===== config.mk =====
export PLATFORM = sky130hd
export DESIGN_NAME = dirty_rect_bbox_collapse_core
export DESIGN_NICKNAME = d
export VERILOG_FILES = /design/src/rtl/core/drbc_pkg.sv /design/src/rtl/core/dirty_rect_bbox_collapse_core.sv /design/src/rtl/core/drbc_accum.sv /design/src/rtl/core/drbc_result.sv
export SDC_FILE = /design/constraint.sdc
export NUM_CORES = 1
export LEC_CHECK = 0
export BUFFER_PORTS_ARGS = -buffer_cell sky130_fd_sc_hd__clkbuf_2
export CAP_MARGIN = 0
export CORE_MARGIN = 10
export CORE_UTILIZATION = 25
export CTS_BUF_LIST = sky130_fd_sc_hd__clkbuf_4 sky130_fd_sc_hd__clkbuf_8
export DETAILED_ROUTE_END_ITERATION = 8
export RECOVER_POWER = 25
export REMOVE_ABC_BUFFERS = 1
export SYNTH_ARGS = -nofsm -noshare
export SYNTH_HDL_FRONTEND = slang
export SYNTH_SLANG_ARGS = --single-unit

===== constraint.sdc =====
create_clock -name clk -period 21.7 [get_ports clk]
set_input_delay 3.255 -clock clk [delete_from_list [all_inputs] [get_ports clk]]
set_output_delay 3.255 -clock clk [all_outputs]
set_load 0.03 [all_outputs]

===== src/rtl/core/drbc_pkg.sv =====
// Package holding the types, codes and constants of the dirty rectangle bounding box collapse.
package drbc_pkg;

  // List size at which the element count saturates, and the count width it needs.
  localparam int unsigned MAX_LIST = 4096;
  localparam int unsigned COUNT_W = $clog2(MAX_LIST + 1);

  // Bounds on coordinates, sizes and the collapsed box.
  localparam logic signed [15:0] SANE_POS = 16'sd16384;
  localparam logic signed [15:0] SANE_NEG = -16'sd16384;
  localparam logic signed [17:0] BOX_MAX = 18'sd16384;
  localparam logic signed [17:0] BOX_MIN = 18'sd1;

  // Threshold register reset value and its effective lower limit.
  localparam logic [12:0] THRESHOLD_RESET = 13'd200;
  localparam logic [12:0] MIN_THRESHOLD = 13'd8;

  // Reset values of the running box.
  localparam logic signed [15:0] MIN_RESET = 16'sh7FFF;
  localparam logic signed [16:0] MAX_RESET = 17'sh10000;

  // Register indexes on the configuration port.
  localparam logic REG_MODE = 1'b0;
  localparam logic REG_THRESHOLD = 1'b1;

  // Mode codes; any code at or above active behaves as active.
  localparam logic [1:0] MODE_OFF = 2'd0;
  localparam logic [1:0] MODE_OBSERVE = 2'd1;
  localparam logic [1:0] MODE_ACTIVE = 2'd2;

  // Result status codes.
  typedef enum logic [2:0] {
    ST_NO_ACTION = 3'd0,
    ST_BAD_ELEMENT = 3'd1,
    ST_BAD_BOX = 3'd2,
    ST_WOULD_COLLAPSE = 3'd3,
    ST_COLLAPSED = 3'd4
  } status_t;

  // One input item: a rectangle of the list.
  typedef struct packed {
    logic signed [15:0] rect_x;
    logic signed [15:0] rect_y;
    logic signed [15:0] rect_w;
    logic signed [15:0] rect_h;
    logic [7:0] rect_flag;
    logic last;
  } rect_t;

  // One result item, given when a list closes.
  typedef struct packed {
    logic [2:0] status;
    logic signed [15:0] box_x;
    logic signed [15:0] box_y;
    logic [14:0] box_w;
    logic [14:0] box_h;
    logic box_flag;
    logic [12:0] list_size;
    logic [31:0] collapse_total;
    logic [31:0] collapsed_elements_total;
  } result_t;

  // Running summary of the list, passed from the accumulator to the result stage.
  typedef struct packed {
    logic signed [15:0] min_left;
    logic signed [15:0] min_top;
    logic signed [16:0] max_right;
    logic signed [16:0] max_bottom;
    logic flag_any;
    logic bad_seen;
    logic [COUNT_W-1:0] count;
  } list_sum_t;

endpackage


===== src/rtl/core/dirty_rect_bbox_collapse_core.sv =====
// Top level of the dirty rectangle bounding box collapse: input register, registers, wiring.
// A closing item passes from the input register to the result register, which shows its result.
// Throughput: one rectangle per cycle unless stalled; the input and result registers each hold one item.
// A waiting result stalls a closing item in the input register, and every rectangle behind it.
// Reset (rst, synchronous): clears the list state, totals and valid flags; mode 0, threshold 200.
module dirty_rect_bbox_collapse_core (
  input  logic              clk,
  input  logic              rst,
  input  logic              psel,
  input  logic              penable,
  input  logic              pwrite,
  input  logic [2:0]        paddr,
  input  logic [31:0]       pwdata,
  output logic [31:0]       prdata,
  output logic              pready,
  input  logic              rect_valid,
  output logic              rect_ready,
  input  drbc_pkg::rect_t   rect,
  output logic              result_valid,
  input  logic              result_ready,
  output drbc_pkg::result_t result
);
  import drbc_pkg::*;

  logic [1:0] mode;
  logic [12:0] threshold;
  logic held_valid;
  rect_t held;
  logic go;
  list_sum_t sum;

  // Configuration registers.
  assign pready = 1'b1;

  always_ff @(posedge clk) begin
    if (rst) begin
      mode <= MODE_OFF;
      threshold <= THRESHOLD_RESET;
    end else if (psel && penable && pwrite) begin
      unique case (paddr[2])
        REG_MODE: mode <= pwdata[1:0];
        REG_THRESHOLD: threshold <= pwdata[12:0];
        default: ;
      endcase
    end
  end

  always_comb begin
    prdata = '0;
    unique case (paddr[2])
      REG_MODE: prdata = {30'd0, mode};
      REG_THRESHOLD: prdata = {19'd0, threshold};
      default: prdata = '0;
    endcase
  end

  // The held item moves on unless it closes a list while the result register is still full.
  assign go = held_valid && (!held.last || !result_valid || result_ready);
  assign rect_ready = !held_valid || go;

  always_ff @(posedge clk) begin
    if (rst) begin
      held_valid <= 1'b0;
    end else if (rect_valid && rect_ready) begin
      held_valid <= 1'b1;
    end else if (go) begin
      held_valid <= 1'b0;
    end
  end

  always_ff @(posedge clk) begin
    if (rect_valid && rect_ready) begin
      held <= rect;
    end
  end

  // Running list state.
  drbc_accum u_accum (
    .clk  (clk),
    .rst  (rst),
    .go   (go),
    .item (held),
    .sum  (sum)
  );

  // Outcome, totals and result register.
  drbc_result u_result (
    .clk          (clk),
    .rst          (rst),
    .fire         (go && held.last),
    .sum          (sum),
    .mode         (mode),
    .threshold    (threshold),
    .result_ready (result_ready),
    .result_valid (result_valid),
    .result       (result)
  );

endmodule


===== src/rtl/core/drbc_accum.sv =====
// List accumulator: running bounding box, flag OR, bad mark and element count.
module drbc_accum (
  input  logic               clk,
  input  logic               rst,
  input  logic               go,
  input  drbc_pkg::rect_t    item,
  output drbc_pkg::list_sum_t sum
);
  import drbc_pkg::*;

  list_sum_t state;
  logic bad;
  logic signed [16:0] right;
  logic signed [16:0] bottom;

  // Element check and far edges of the rectangle.
  always_comb begin
    bad = (item.rect_w < 16'sd0) || (item.rect_h < 16'sd0) ||
          (item.rect_w > SANE_POS) || (item.rect_h > SANE_POS) ||
          (item.rect_x < SANE_NEG) || (item.rect_y < SANE_NEG) ||
          (item.rect_x > SANE_POS) || (item.rect_y > SANE_POS);
    right = $signed({item.rect_x[15], item.rect_x}) + $signed({item.rect_w[15], item.rect_w});
    bottom = $signed({item.rect_y[15], item.rect_y}) + $signed({item.rect_h[15], item.rect_h});
  end

  // Summary including the current item.
  always_comb begin
    sum = state;
    if (state.count < COUNT_W'(MAX_LIST)) begin
      sum.count = state.count + COUNT_W'(1);
    end
    if (bad) begin
      sum.bad_seen = 1'b1;
    end else begin
      if (item.rect_x < state.min_left) sum.min_left = item.rect_x;
      if (item.rect_y < state.min_top) sum.min_top = item.rect_y;
      if (right > state.max_right) sum.max_right = right;
      if (bottom > state.max_bottom) sum.max_bottom = bottom;
      if (item.rect_flag != 8'd0) sum.flag_any = 1'b1;
    end
  end

  // The list state returns to its reset value after the last item.
  always_ff @(posedge clk) begin
    if (rst || (go && item.last)) begin
      state.min_left <= MIN_RESET;
      state.min_top <= MIN_RESET;
      state.max_right <= MAX_RESET;
      state.max_bottom <= MAX_RESET;
      state.flag_any <= 1'b0;
      state.bad_seen <= 1'b0;
      state.count <= '0;
    end else if (go) begin
      state <= sum;
    end
  end

endmodule


===== src/rtl/core/drbc_result.sv =====
// Result stage: decides the outcome of a closed list, keeps the totals and the output register.
module drbc_result (
  input  logic                clk,
  input  logic                rst,
  input  logic                fire,
  input  drbc_pkg::list_sum_t sum,
  input  logic [1:0]          mode,
  input  logic [12:0]         threshold,
  input  logic                result_ready,
  output logic                result_valid,
  output drbc_pkg::result_t   result
);
  import drbc_pkg::*;

  logic [31:0] collapses;
  logic [31:0] elements_collapsed;
  logic [31:0] collapses_next;
  logic [31:0] elements_collapsed_next;
  logic [12:0] thr;
  logic [12:0] n;
  logic signed [17:0] cw;
  logic signed [17:0] ch;
  logic [32:0] csum;
  logic [32:0] esum;
  result_t res_next;

  // Box size and saturating totals.
  always_comb begin
    n = 13'(sum.count);
    thr = (threshold < MIN_THRESHOLD) ? MIN_THRESHOLD : threshold;
    cw = $signed({sum.max_right[16], sum.max_right}) -
         $signed({{2{sum.min_left[15]}}, sum.min_left});
    ch = $signed({sum.max_bottom[16], sum.max_bottom}) -
         $signed({{2{sum.min_top[15]}}, sum.min_top});
    csum = {1'b0, collapses} + 33'd1;
    esum = {1'b0, elements_collapsed} + 33'(n);
  end

  // Outcome of the list.
  always_comb begin
    res_next = '0;
    res_next.status = ST_NO_ACTION;
    res_next.list_size = n;
    collapses_next = collapses;
    elements_collapsed_next = elements_collapsed;
    if ((mode != MODE_OFF) && (n > thr)) begin
      if (sum.bad_seen) begin
        res_next.status = ST_BAD_ELEMENT;
      end else if ((cw < BOX_MIN) || (ch < BOX_MIN) || (cw > BOX_MAX) || (ch > BOX_MAX)) begin
        res_next.status = ST_BAD_BOX;
      end else begin
        res_next.status = (mode >= MODE_ACTIVE) ? ST_COLLAPSED : ST_WOULD_COLLAPSE;
        res_next.box_x = sum.min_left;
        res_next.box_y = sum.min_top;
        res_next.box_w = cw[14:0];
        res_next.box_h = ch[14:0];
        res_next.box_flag = sum.flag_any;
        collapses_next = csum[32] ? '1 : csum[31:0];
        elements_collapsed_next = esum[32] ? '1 : esum[31:0];
      end
    end
    res_next.collapse_total = collapses_next;
    res_next.collapsed_elements_total = elements_collapsed_next;
  end

  // Totals and output register.
  always_ff @(posedge clk) begin
    if (rst) begin
      collapses <= '0;
      elements_collapsed <= '0;
      result_valid <= 1'b0;
    end else if (fire) begin
      collapses <= collapses_next;
      elements_collapsed <= elements_collapsed_next;
      result_valid <= 1'b1;
    end else if (result_ready) begin
      result_valid <= 1'b0;
    end
  end

  always_ff @(posedge clk) begin
    if (fire) begin
      result <= res_next;
    end
  end

endmodule

==> results of run 1 <==
## per-layer routing
| metal | vias up | GRT usage [%] | share of wire, % |
|---|---|---|---|
| met4 | 0 | 3.840 | 2.0 |
| met1 | 8279 | 18.20 | 47 |
| met3 | 83 | 2.831 | 5.0 |
| met2 | 428 | 21.82 | 46 |
| li1 | 8639 | - | - |
| met5 | - | 0 | 0 |
## cell families after synthesis
family,Yosys count
xor gates and xnor gates,76
buffers and inverters,262
and+or+nand+nor,677
muxes,59
DFF,378
adders and majority gates,162
AOI/OAI and AO/OA,609
other,2
## power groups by stage
stage	clock network (uW)	registers [uW]	logic, uW
finish	776	794	221
global route	838	796	248
CTS	806	793	223
detailed placement	0	808	221
global placement	0	808	220
floorplan	0	814	143
## critical path, delay by kind of cell, from the launching register on
kind / cells / cell delay (ns)
AO/OA/AOI/OAI: 20 / 4.34
XOR/XNOR: 2 / 0.95
adder cells (fa/ha/maj): 4 / 1.16
buffers and inverters: 2 / 0.81
flip-flops: 1 / 0.44
AND/OR/NAND/NOR: 11 / 4.09
## cells in the final DEF (no fill, tap or decap), types with 7 or more instances in the layout
master | netlist | routed
clkbuf_2 | 0 | 217
edfxtp_1 | 216 | 216
a21oi_1 | 209 | 209
nor2_1 | 208 | 206
nand2_1 | 191 | 190
dfxtp_1 | 162 | 162
ha_1 | 157 | 157
inv_1 | 142 | 141
clkbuf_8 | 0 | 82
o21ai_0 | 80 | 80
a211oi_1 | 70 | 70
xnor2_1 | 56 | 56
and3_1 | 55 | 55
nand3_1 | 49 | 49
mux2i_1 | 39 | 39
a31oi_1 | 40 | 39
o211ai_1 | 37 | 37
clkbuf_1 | 70 | 34
a21o_1 | 30 | 30
and2_1 | 30 | 29
nor3_1 | 28 | 28
a311oi_1 | 28 | 28
nor4_1 | 23 | 23
nand4_1 | 20 | 20
o21bai_1 | 20 | 20
conb_1 | 2 | 20
xor2_1 | 19 | 19
clkbuf_4 | 0 | 17
nor2b_1 | 16 | 16
mux2_2 | 17 | 16
clkinv_2 | 0 | 15
o21a_1 | 12 | 12
nand2b_1 | 12 | 11
buf_4 | 25 | 11
a21boi_0 | 10 | 10
o21ai_1 | 9 | 9
o2111ai_1 | 9 | 9
and4_1 | 8 | 8
o31ai_1 | 7 | 7
## stage by stage
step                      power (uW)  area [sq um]  hold slack (ns)  util [%]  setup slack (ns)
final                           1790         25210           0.4683     29.66             9.680
after CTS                       1822         25250           0.4710     29.71             9.591
after global routing            1882         25210           0.4945     29.66             8.593
after detailed placement        1029         23690           0.4592     27.87             9.645
after global placement          1028         23690           0.4434     27.87             9.795
after floorplan                957.1         20860           0.4352         -             10.03
## layout make-up
type,count,area share [%]
clock inverters,31,1.226
diodes,2,0.01985
inverters,143,2.149
multi-input cells,1603,42.20
repair buffers,263,5.161
clock buffers,99,4.982
well taps,1144,5.677
flip-flops and latches,378,38.59
## worst paths after layout
path,slack (ns),end,start
hold reg to reg,0.47,u_accum.state[31]$_SDFFE_PP1P_,u_accum.state[31]$_SDFFE_PP1P_
setup reg to reg,9.68,u_result.collapses[8]$_SDFFE_PP0P_,held[41]$_DFFE_PP_
hold / removal,0.47,u_accum.state[31]$_SDFFE_PP1P_,u_accum.state[31]$_SDFFE_PP1P_
setup / recovery,9.68,u_result.collapses[8]$_SDFFE_PP0P_,held[41]$_DFFE_PP_
## state kept, by name, summed over array words and instances (netlist names)
name / count
u_result.result: 143
u_accum.state: 81
held: 73
u_result.collapses: 32
u_result.elements_collapsed: 32
threshold: 13
mode: 2
held_valid: 1
u_result.result_valid: 1
==> summary.txt, run 1 <==
Clock network
  • Maximum buffer depth of the clock tree: 3
  • Clock Sink Count: around 380
  • Clock tree from TritonCTS: built
  • Number of H-tree levels: 3
  • # hold bufs at CTS: 0
  • Number of buffers inserted during clock tree synthesis: 72
  • Clock tree root buffer cell: clkbuf_8
  • Buffer count from post-CTS setup fixing: 0
  • Clock transition time at the flip-flop clock pins of the worst setup and hold paths: about 0.060 ns
  • Clock latency of the later-clocked register in the worst-skew pair: ~0.66 ns
  • Number of cells upsized or downsized after cts: 0

Route
  • Number of nets still failing antenna checks after routing: 0
  • Total wire length: roughly 68 mm
  • Pre-antenna DRT Iters: 7
  • Average detailed-routed wire length per instance: 18.61 um
  • Via count normalized by instance count: roughly 4.8
  • Count of routing violations after the opening detailed-route iteration: 1116
  • Post-detailed-route DRC marker count: 0
  • Overall via count from detail_route: 17430

Timing
  • Relative slew slack: -186.8%
  • RSZ-0062 raised after global routing: false
  • Final count of pins violating max slew: 74
  • Finish-stage setup viols: 0
  • Slew at the pin with the worst max-slew slack: about 4.3 ns
  • Highest achievable clock rate: between 80 and 90 MHz
  • Final-layout setup total negative slack: 0 ns
  • Hold violation total from the final report: 0
  • Final clock period utilization by the worst path: 55.39%
  • Post-Route Skew: 0.03456 ns
  • Time the worst path needs with I/O delays and setup: approximately 12 ns

Synthesis
  • Number of flops mapped to enable cells by yosys: 216
  • Distinct cell type count of the synthesized netlist: 80
  • Main area contributors after synthesis: edfxtp_1 30%, dfxtp_1 15%, ha_1 9.2%
  • Post-synthesis cell count: approximately 2200
  • Post-Synth Simple-Gate Area: 15.24%
  • Predominant post-synthesis flop cell: edfxtp_1
  • Share of the synthesized area in the top cell type: between 30% and 40%
  • Area share of xor/xnor cells in the synthesized design: 3.202%
  • Adder and majority gate portion of the synthesized area: 9.659%
  • Fraction of synthesis flops using an asynchronous set or reset pin: 0%
  • Multiplexer share of the synthesized area: 2.880%
  • Average size of a mapped cell: 9.606 sq um
  • Cell type contributing the most total cell area after synthesis: edfxtp_1
  • Most frequently used cell type in the post-synthesis netlist: edfxtp_1
  • Synth warnings: 0
  • Compound-gate portion of the synthesized area: a little under a fifth
  • Most frequent cells after synthesis: 216 x edfxtp_1, 209 x a21oi_1, 208 x nor2_1
  • Sequential share of the synthesized area: a little under half
  • Mapped Area: around 0.021 sq mm
  • Post-synthesis register bit count: roughly 380
  • Largest family of logic cells by synthesized area: compound AO/OA/AOI/OAI gates

Critical path
  • Crit path required time: ~22 ns
  • Largest stage delay on the critical path: 1.01 ns
  • Category of the worst setup path launch point: register
  • Cell with the largest stage delay on the worst path: and2_1
  • Worst Path Max Fanout: 84
  • Arrival time reported for the critical path endpoint: around 13 ns
  • Register-to-Register Path Depth: 39
  • Worst Path Class, Setup: register to register
  • Category of the worst setup path capture point: register
  • Crit path top cell by count: a21oi_1

Pwr
  • Areal power density over the cells: between 70 and 80 mW/mm^2
  • Clock network fraction of design power: a little over two fifths
  • Switching share of total power: 27.19%
  • Seq pwr share: roughly 44%
  • Internal Pwr Total: between 1000 and 1500 uW
  • Leakage: approximately 0.010 uW
  • Combinational power share: 12.3%
  • Peak supply drop: between 0.00004 and 0.00005 V
  • Switching power of the nets: just under 500 uW

Placement
  • Dpl hpwl: 50.44 mm
  • Gp weighted congestion: 0.8579
  • Placed cell count: about 3500
  • Number of input and output port buffers inserted: ~250

Floorplanning
  • Overall die area: a little under 0.1 sq mm
  • Vert. Die Dim: ~310 um
  • Initial core utilization: around 25%
  • Number of cell rows: about 110
  • Core Region: approximately 0.085 sq mm
  • Overall die width: 312.4 um
  • Top-level I/O count: about 300

Status
  • Status: finished with violations
  • Violated checks: max-capacitance violations, max-slew violations

Finish
  • Total of fill cells in the finished design: 8962
  • Register Area: between 0.009 and 0.01 sq mm
  • Total number of nets in the final design: roughly 2700
  • Number of non-filler instances in the completed layout: 3663
  • Combined area of the multi-input logic cells: between 0.01 and 0.015 sq mm
  • Layout Area Growth over Synthesis: 17.97%
  • Fraction of final layout cells with drive strength greater than 1: 15.73%

Global route
  • Wire length of the first global-routing pass: just over 100 mm
  • Number of global-route vias before repair: between 15000 and 20000
  • Antenna violations before repair: 3
  • Largest net degree at the start of global routing: between 90 and 100
  • Global Route Usage Sum: 13.58%
  • Remaining Overflow, GRT: 0

Worst hold path
  • Cell depth of the worst hold path: 2
  • Class of the tightest hold or removal check: register to register

Flow run
  • Max-cap check violation count: 1
No activity file was read; power rests on OpenSTA's default activity.
==> run 2, diff against run 1 <==
Settings changed: ABC_AREA from default to 1.
Clock period 21.7 ns to 11.7 ns, I/O delays scaled along.
==> run 2 against run 1 <==
Against the previous run: power is 93% higher; routed wire length increased by 0.62%; critical path depth up 5; the flow still finishes with violations (max-capacitance violations, max-slew violations); largest power group unchanged; critical endpoint is now u_result.result[37]$_DFFE_PP_; largest cell class unchanged; via count rose by 9.4%.
==> summary.txt, run 2 <==
Status
  • Status: finished with violations
  • Violated checks: max-capacitance violations, max-slew violations

Global route
  • Wire length of the first global-routing pass: 105.1 mm
  • Antenna violations before repair: 4
  • Gr busiest metal: met2
  • Largest net degree at the start of global routing: 77
  • Remaining Overflow, GRT: 0
  • Met1 global-route usage: 17.02%
  • Number of global-route vias before repair: about 19000
  • Global Route Usage Sum: 13.49%
  • Global routing met2 resource utilization: between 20% and 30%
  • Met3 usage: 3.145%

Clock network
  • Buffer count from post-CTS setup fixing: 0
  • Number of H-tree levels: 3
  • # hold bufs at CTS: 0
  • Clock tree from TritonCTS: built
  • Clock transition time at the flip-flop clock pins of the worst setup and hold paths: roughly 0.06 ns
  • Maximum buffer depth of the clock tree: 3
  • Clock tree root buffer cell: clkbuf_8
  • Clock Sink Count: roughly 380
  • Clock latency of the later-clocked register in the worst-skew pair: between 0.6 and 0.7 ns
  • Number of cells upsized or downsized after cts: 0
  • Number of buffers inserted during clock tree synthesis: between 70 and 80

Synthesis
  • Average size of a mapped cell: about 8 sq um
  • Most frequently used cell type in the post-synthesis netlist: nand2_1
  • Main area contributors after synthesis: edfxtp_1 30%, dfxtp_1 15%, nand2_1 11%
  • Fraction of synthesis flops using an asynchronous set or reset pin: 0%
  • Most frequent cells after synthesis: 651 x nand2_1, 394 x inv_1, 221 x o21ai_0
  • Sequential share of the synthesized area: ~44%
  • Post-synthesis register bit count: between 300 and 400
  • Post-synthesis cell count: around 2800
  • Share of the synthesized area in the top cell type: ~30%
  • Number of flops mapped to enable cells by yosys: 216
  • Predominant post-synthesis flop cell: edfxtp_1
  • Distinct cell type count of the synthesized netlist: 50
  • Mapped Area: roughly 0.022 sq mm
  • Synth warnings: 0
  • Cell type contributing the most total cell area after synthesis: edfxtp_1

Finish
  • Total of fill cells in the finished design: ~9400
  • Largest registers in the final layout: u_result.result x143, u_accum.state x81, held x73
  • Fraction of final layout cells with drive strength greater than 1: around 12%
  • Layout Area Growth over Synthesis: 18.12%
  • Commonest non-fill, non-tap cell in the layout: nand2_1
  • Total number of nets in the final design: 3315
  • Top register by number of flip-flops: u_result.result
  • Highest-count cells in the layout ignoring fill and taps: 650 x nand2_1, 391 x inv_1, 221 x o21ai_0
  • Combined area of the multi-input logic cells: approximately 0.010 sq mm
  • Number of non-filler instances in the completed layout: between 4000 and 5000
  • Flip-flop count of the largest register, all copies and words added: roughly 140
  • Register Area: roughly 0.01 sq mm

Timing
  • Finish-stage setup viols: 0
  • RSZ-0062 raised after global routing: false
  • Final-layout setup total negative slack: 0 ns
  • Post-Route Skew: approximately 0.038 ns
  • Highest achievable clock rate: around 100 MHz
  • Hold violation total from the final report: 0
  • Slew at the pin with the worst max-slew slack: between 3 and 4 ns
  • Time the worst path needs with I/O delays and setup: approximately 9.6 ns
  • Relative slew slack: -157.7%
  • Final clock period utilization by the worst path: 82.30%
  • Final count of pins violating max slew: between 60 and 70

Critical path
  • Cell with the largest stage delay on the worst path: inv_1
  • Total number of cells along the worst setup path: 44
  • RR Endpoint: u_result.result[37]$_DFFE_PP_
  • Worst Path Class, Setup: register to register
  • Register-to-Register Path Depth: 44
  • Crit path top cell by count: nand2_1
  • Crit path buffers/inverters: 5
  • Startpoint of the worst-slack reg-to-reg timing path: held[57]$_DFFE_PP_
  • Arrival time reported for the critical path endpoint: 9.99 ns
  • Crit path required time: between 10 and 15 ns
  • Category of the worst setup path launch point: register
  • Flop-to-flop setup slack: roughly 2.1 ns
  • Largest stage delay on the critical path: between 0.6 and 0.7 ns
  • Category of the worst setup path capture point: register
  • Cell type group with the largest total delay on the critical path: simple AND/OR/NAND/NOR gates
  • Worst Path Max Fanout: 36

Route
  • Count of routing violations after the opening detailed-route iteration: approximately 1300
  • Pre-antenna DRT Iters: 5
  • Overall via count from detail_route: about 19000
  • Average detailed-routed wire length per instance: approximately 16 um
  • Total wire length: 68.59 mm
  • Via count normalized by instance count: between 4 and 5
  • Post-detailed-route DRC marker count: 0
  • Number of nets still failing antenna checks after routing: 0

Worst hold path
  • Class of the tightest hold or removal check: register to register
  • Cell depth of the worst hold path: 2
  • Hold worst-path end: u_accum.state[14]$_SDFFE_PP0P_
  • Hold wc startpoint: u_accum.state[14]$_SDFFE_PP0P_

Pwr
  • Internal Pwr Total: approximately 2500 uW
  • Peak supply drop: 0.00008598 V
  • Switching share of total power: ~29%
  • Leakage: roughly 0.012 uW
  • Clock network fraction of design power: around 43%
  • Switching power of the nets: just under 1000 uW
  • Seq pwr share: 42.9%
  • Combinational power share: 14.3%
  • Areal power density over the cells: about 130 mW/mm^2

Placement
  • Dpl hpwl: just over 50 mm
  • Number of input and output port buffers inserted: 251
  • Placed cell count: around 4100
  • Gp weighted congestion: between 0.8 and 0.9

Floorplanning
  • Overall die width: around 320 um
  • Top-level I/O count: roughly 300
  • Number of cell rows: ~110
  • Overall die area: approximately 0.1 sq mm
  • Vert. Die Dim: 316.5 um
  • Initial core utilization: 25.25%
  • Core Region: between 0.08 and 0.09 sq mm

Flow run
  • Max-cap check violation count: 1
==> run 2: cell types whose count changed after synthesis, sizes merged, moves of 28 or more <==
cell / before / now
o21ai: 89 / 242
and3: 55 / 0
nand2: 191 / 655
inv: 143 / 395
a311oi: 28 / 0
xnor2: 57 / 14
a211oi: 70 / 2
nand4: 20 / 56
mux2i: 39 / 0
nand3: 49 / 155
a31oi: 40 / 0
==> run 2: worst max path at each step <==
stage	start	endpoint	slack [ns]
finish	held[57]$_DFFE_PP_	u_result.result[37]$_DFFE_PP_	2.07
global route	held[57]$_DFFE_PP_	u_result.elements_collapsed[21]$_SDFFE_PP0P_	1.12
CTS	held[57]$_DFFE_PP_	u_result.result[37]$_DFFE_PP_	2.02
detailed placement	held[57]$_DFFE_PP_	u_result.result[37]$_DFFE_PP_	2.04
global placement	held[57]$_DFFE_PP_	u_result.result[37]$_DFFE_PP_	2.13
floorplan	held[43]$_DFFE_PP_	u_result.result[60]$_DFFE_PP_	2.34
==> run 2: kinds of logic after synthesis <==
kind of cell	Yosys count	synth area share [%]
buffers and inverters	498	9.076
flip-flops	378	44.27
adder cells (fa/ha/maj)	162	9.395
XOR/XNOR	52	2.073
AND/OR/NAND/NOR	1186	23.18
other	2	0.03418
AO/OA/AOI/OAI	497	11.97
==> run 2: final cells by class <==
class / count / share of cell area [%]
well taps: 1155 / 5.567
repair buffers: 267 / 5.080
clock buffers: 95 / 4.603
flip-flops and latches: 378 / 37.48
multi-input cells: 1917 / 39.86
inverters: 401 / 5.832
clock inverters: 40 / 1.562
diodes: 1 / 0.009640
==> run 2: layer usage <==
| metal | vias to the layer above | wire (um) |
|---|---|---|
| met3 | 108 | 4536 |
| li1 | 9715 | - |
| met2 | 487 | 31560 |
| met5 | - | 38 |
| met4 | 6 | 1807 |
| met1 | 8748 | 30650 |
==> run 2: worst min-delay path, stage by stage (launching register included) <==
cell,delay [ns]
dfxtp_1,0.30
inv_1,0.06
a211oi_1,0.06
==> run 2: power groups by stage <==
stage / clock network [uW] / logic, uW / registers (uW)
final: 1480 / 494 / 1480
after floorplan: 0 / 326 / 1520
after global routing: 1590 / 567 / 1490
after CTS: 1530 / 500 / 1480
after global placement: 0 / 491 / 1510
after detailed placement: 0 / 497 / 1510
==> run 2: stage by stage <==
stage / total power (uW) / hold slack, ns / util, % / worst slack [ns] / instance area, sq um
2_1_floorplan: 1849 / 0.4336 / - / 2.335 / 21550
3_3_place_gp: 1999 / 0.4474 / 28.05 / 2.125 / 24410
3_5_place_dp: 2006 / 0.4556 / 28.05 / 2.043 / 24410
4_1_cts: 3510 / 0.4685 / 29.89 / 2.017 / 26010
5_1_grt: 3642 / 0.4870 / 29.83 / 1.122 / 25960
6_report: 3453 / 0.4637 / 29.83 / 2.070 / 25960
==> run 3, diff against run 2 <==
Settings changed: ABC_AREA 1 to 0.
Clock period 11.7 ns to 8.9 ns, I/O delays scaled along.
==> run 3 against run 2 <==
Against the previous run: the flow still finishes with violations (max-capacitance violations, max-slew violations); power up 31%; clock skew up 0.016 ns; largest power group unchanged; sequential power up 30%; die area down 2.6%; clock power up 28%; register-to-register slack worse by 1.7 ns; critical path depth up 2.
==> summary.txt, run 3 (same netlist as run 1, synthesis figures left out) <==
Status
  • Status: finished with violations
  • Violated checks: max-capacitance violations, max-slew violations

Clock network
  • Maximum buffer depth of the clock tree: 3
  • Clock latency of the later-clocked register in the worst-skew pair: approximately 0.7 ns
  • Clock Sink Count: between 300 and 400
  • # hold bufs at CTS: 0
  • Number of H-tree levels: 3
  • Clock tree from TritonCTS: built
  • Number of buffers inserted during clock tree synthesis: between 70 and 80
  • Clock tree root buffer cell: clkbuf_8
  • Clock transition time at the flip-flop clock pins of the worst setup and hold paths: roughly 0.06 ns

Critical path
  • Crit path buffers/inverters: 7
  • Worst Path Max Fanout: 7
  • Largest stage delay on the critical path: around 0.43 ns
  • Cell with the largest stage delay on the worst path: nor4_4
  • Launch point of the critical path: held[57]$_DFFE_PP_
  • Category of the worst setup path capture point: register
  • Worst Path Class, Setup: register to register
  • Category of the worst setup path launch point: register
  • Cell type group with the largest total delay on the critical path: compound AO/OA/AOI/OAI gates
  • Startpoint of the worst-slack reg-to-reg timing path: held[57]$_DFFE_PP_
  • Crit path required time: around 9.5 ns
  • Arrival time reported for the critical path endpoint: 9.15 ns

Finish
  • Fraction of final layout cells with drive strength greater than 1: between 20% and 30%
  • Total of fill cells in the finished design: a little under 9000
  • Total number of nets in the final design: between 2000 and 3000
  • Highest-count cells in the layout ignoring fill and taps: 225 x clkbuf_2, 216 x edfxtp_1, 212 x buf_4
  • Commonest non-fill, non-tap cell in the layout: clkbuf_2
  • Final core utilization: roughly 33%
  • Largest registers in the final layout: u_result.result x143, u_accum.state x81, held x73
  • Top register by number of flip-flops: u_result.result
  • Flip-flop count of the largest register, all copies and words added: 143
  • Combined area of the multi-input logic cells: approximately 0.011 sq mm
  • Layout Area Growth over Synthesis: 30.42%
  • Register Area: just under 0.01 sq mm

Pwr
  • Clock network fraction of design power: between 40% and 50%
  • Internal Pwr Total: about 3300 uW
  • Peak supply drop: roughly 0.00010 V
  • Combinational power share: between 10% and 20%
  • Seq pwr share: 42.8%
  • Leakage: ~0.012 uW
  • Switching power of the nets: 1257 uW
  • Switching share of total power: ~28%
  • Areal power density over the cells: approximately 160 mW/mm^2

Floorplanning
  • Vert. Die Dim: about 310 um
  • Number of cell rows: between 100 and 150
  • Overall die width: between 300 and 400 um
  • Overall die area: around 0.1 sq mm
  • Core Region: about 0.085 sq mm
  • Top-level I/O count: roughly 290
  • Initial core utilization: around a quarter

Timing
  • Slew at the pin with the worst max-slew slack: 4.261 ns
  • Hold violation total from the final report: 0
  • Finish-stage setup viols: 0
  • Post-Route Skew: around 0.055 ns
  • RSZ-0062 raised after global routing: true
  • Final count of pins violating max slew: about 120
  • Final clock period utilization by the worst path: 96.01%
  • Relative slew slack: -184.0%
  • Time the worst path needs with I/O delays and setup: approximately 8.5 ns
  • Highest achievable clock rate: ~120 MHz
  • Final-layout setup total negative slack: 0 ns

Global route
  • Wire length of the first global-routing pass: 106.7 mm
  • Largest net degree at the start of global routing: between 100 and 150
  • Remaining Overflow, GRT: 0
  • Global Route Usage Sum: approximately 14%
  • Antenna violations before repair: 2
  • Number of global-route vias before repair: around 18000

Route
  • Count of routing violations after the opening detailed-route iteration: just over 1000
  • Pre-antenna DRT Iters: 5
  • Total wire length: slightly above 70 mm
  • Average detailed-routed wire length per instance: ~18 um
  • Overall via count from detail_route: ~18000
  • Via count normalized by instance count: 4.712
  • Post-detailed-route DRC marker count: 0
  • Number of nets still failing antenna checks after routing: 0

Worst hold path
  • Hold wc startpoint: u_accum.state[17]$_SDFFE_PP0P_
  • Class of the tightest hold or removal check: register to register

Flow run
  • Max-cap check violation count: 2

Placement
  • Number of input and output port buffers inserted: ~250
  • Gp weighted congestion: approximately 0.84
  • Dpl hpwl: approximately 52 mm
run 3: cell types whose count changed in the layout (fill, tap and decap cells not counted), sizes merged, moves of 27 or more:
cell / delta
a31oi: +40
inv: -253
a311oi: +28
o211ai: +27
xnor2: +43
and3: +55
nand3: -106
nand2: -464
buf: +225
mux2i: +39
nand4: -36
a211oi: +68
o21ai: -153
run 3: worst reg2reg max path: cells and delay by family (launching register included):
kind,cells,cell delay (ns)
adders and majority gates,4,1.12
DFF,1,0.36
xor gates and xnor gates,1,0.17
AOI/OAI and AO/OA,21,3.30
and+or+nand+nor,12,2.19
buffers and inverters,7,0.94
muxes,1,0.37
run 3: final cells by class:
type                       instances  area share [%]
clock inverter                    35           1.104
antenna                            2         0.01795
inverter                         143           1.944
timing repair buffer             497           12.08
sequential                       378           34.90
clock buffer                     103           4.569
multi-input combinational       1603           40.25
tap                             1144           5.135
run 3: per-layer routing:
metal	GRT usage (%)	wire, um	vias to the layer above	share of wire, %
met5	0	0	-	0
met4	5.015	1989	0	2.8
met3	3.591	4260	109	6.0
met2	22.58	32770	432	46
met1	17.59	32140	8761	45
li1	-	-	9099	-
run 3: power by group through the flow:
stage | Sequential, uW | Combinational, uW | Clock [uW]
after floorplan | 1980 | 349 | 0
after global placement | 1970 | 623 | 0
after detailed placement | 1970 | 627 | 0
after CTS | 1930 | 642 | 1980
after global routing | 1940 | 756 | 2060
final | 1930 | 681 | 1900
run 3: path summary, 6_finish.rpt:
path         cells past startpoint  slack, ns                                     endpoint
min reg2reg                      2       0.46               u_accum.state[17]$_SDFFE_PP0P_
min                              2       0.46               u_accum.state[17]$_SDFFE_PP0P_
max                             46       0.36  u_result.elements_collapsed[2]$_SDFFE_PP0P_
max reg2reg                     46       0.36  u_result.elements_collapsed[2]$_SDFFE_PP0P_
run 3: timing repair:
action | CTS | global route
setup endpoints to repair | 194 | 194
buffers inserted | 4 | 22
pin swaps | 8 | 90
gates resized for setup | 29 | 135
cloned | 0 | 6
run 3: through the flow:
| step | setup slack [ns] | hold slack, ns | total power, uW | instance area, sq um | cells |
|---|---|---|---|---|---|
| 3_3_place_gp | -0.5816 | 0.4470 | 2592 | 25330 | 3735 |
| 5_1_grt | -0.09870 | 0.4929 | 4758 | 27870 | 3904 |
| 6_report | 0.3552 | 0.4579 | 4518 | 27880 | 3905 |
| 2_1_floorplan | -2.770 | 0.4352 | 2334 | 20860 | 2124 |
| 4_1_cts | 0.002240 | 0.4594 | 4553 | 27030 | 3877 |
| 3_5_place_dp | -0.6185 | 0.4501 | 2596 | 25330 | 3735 |
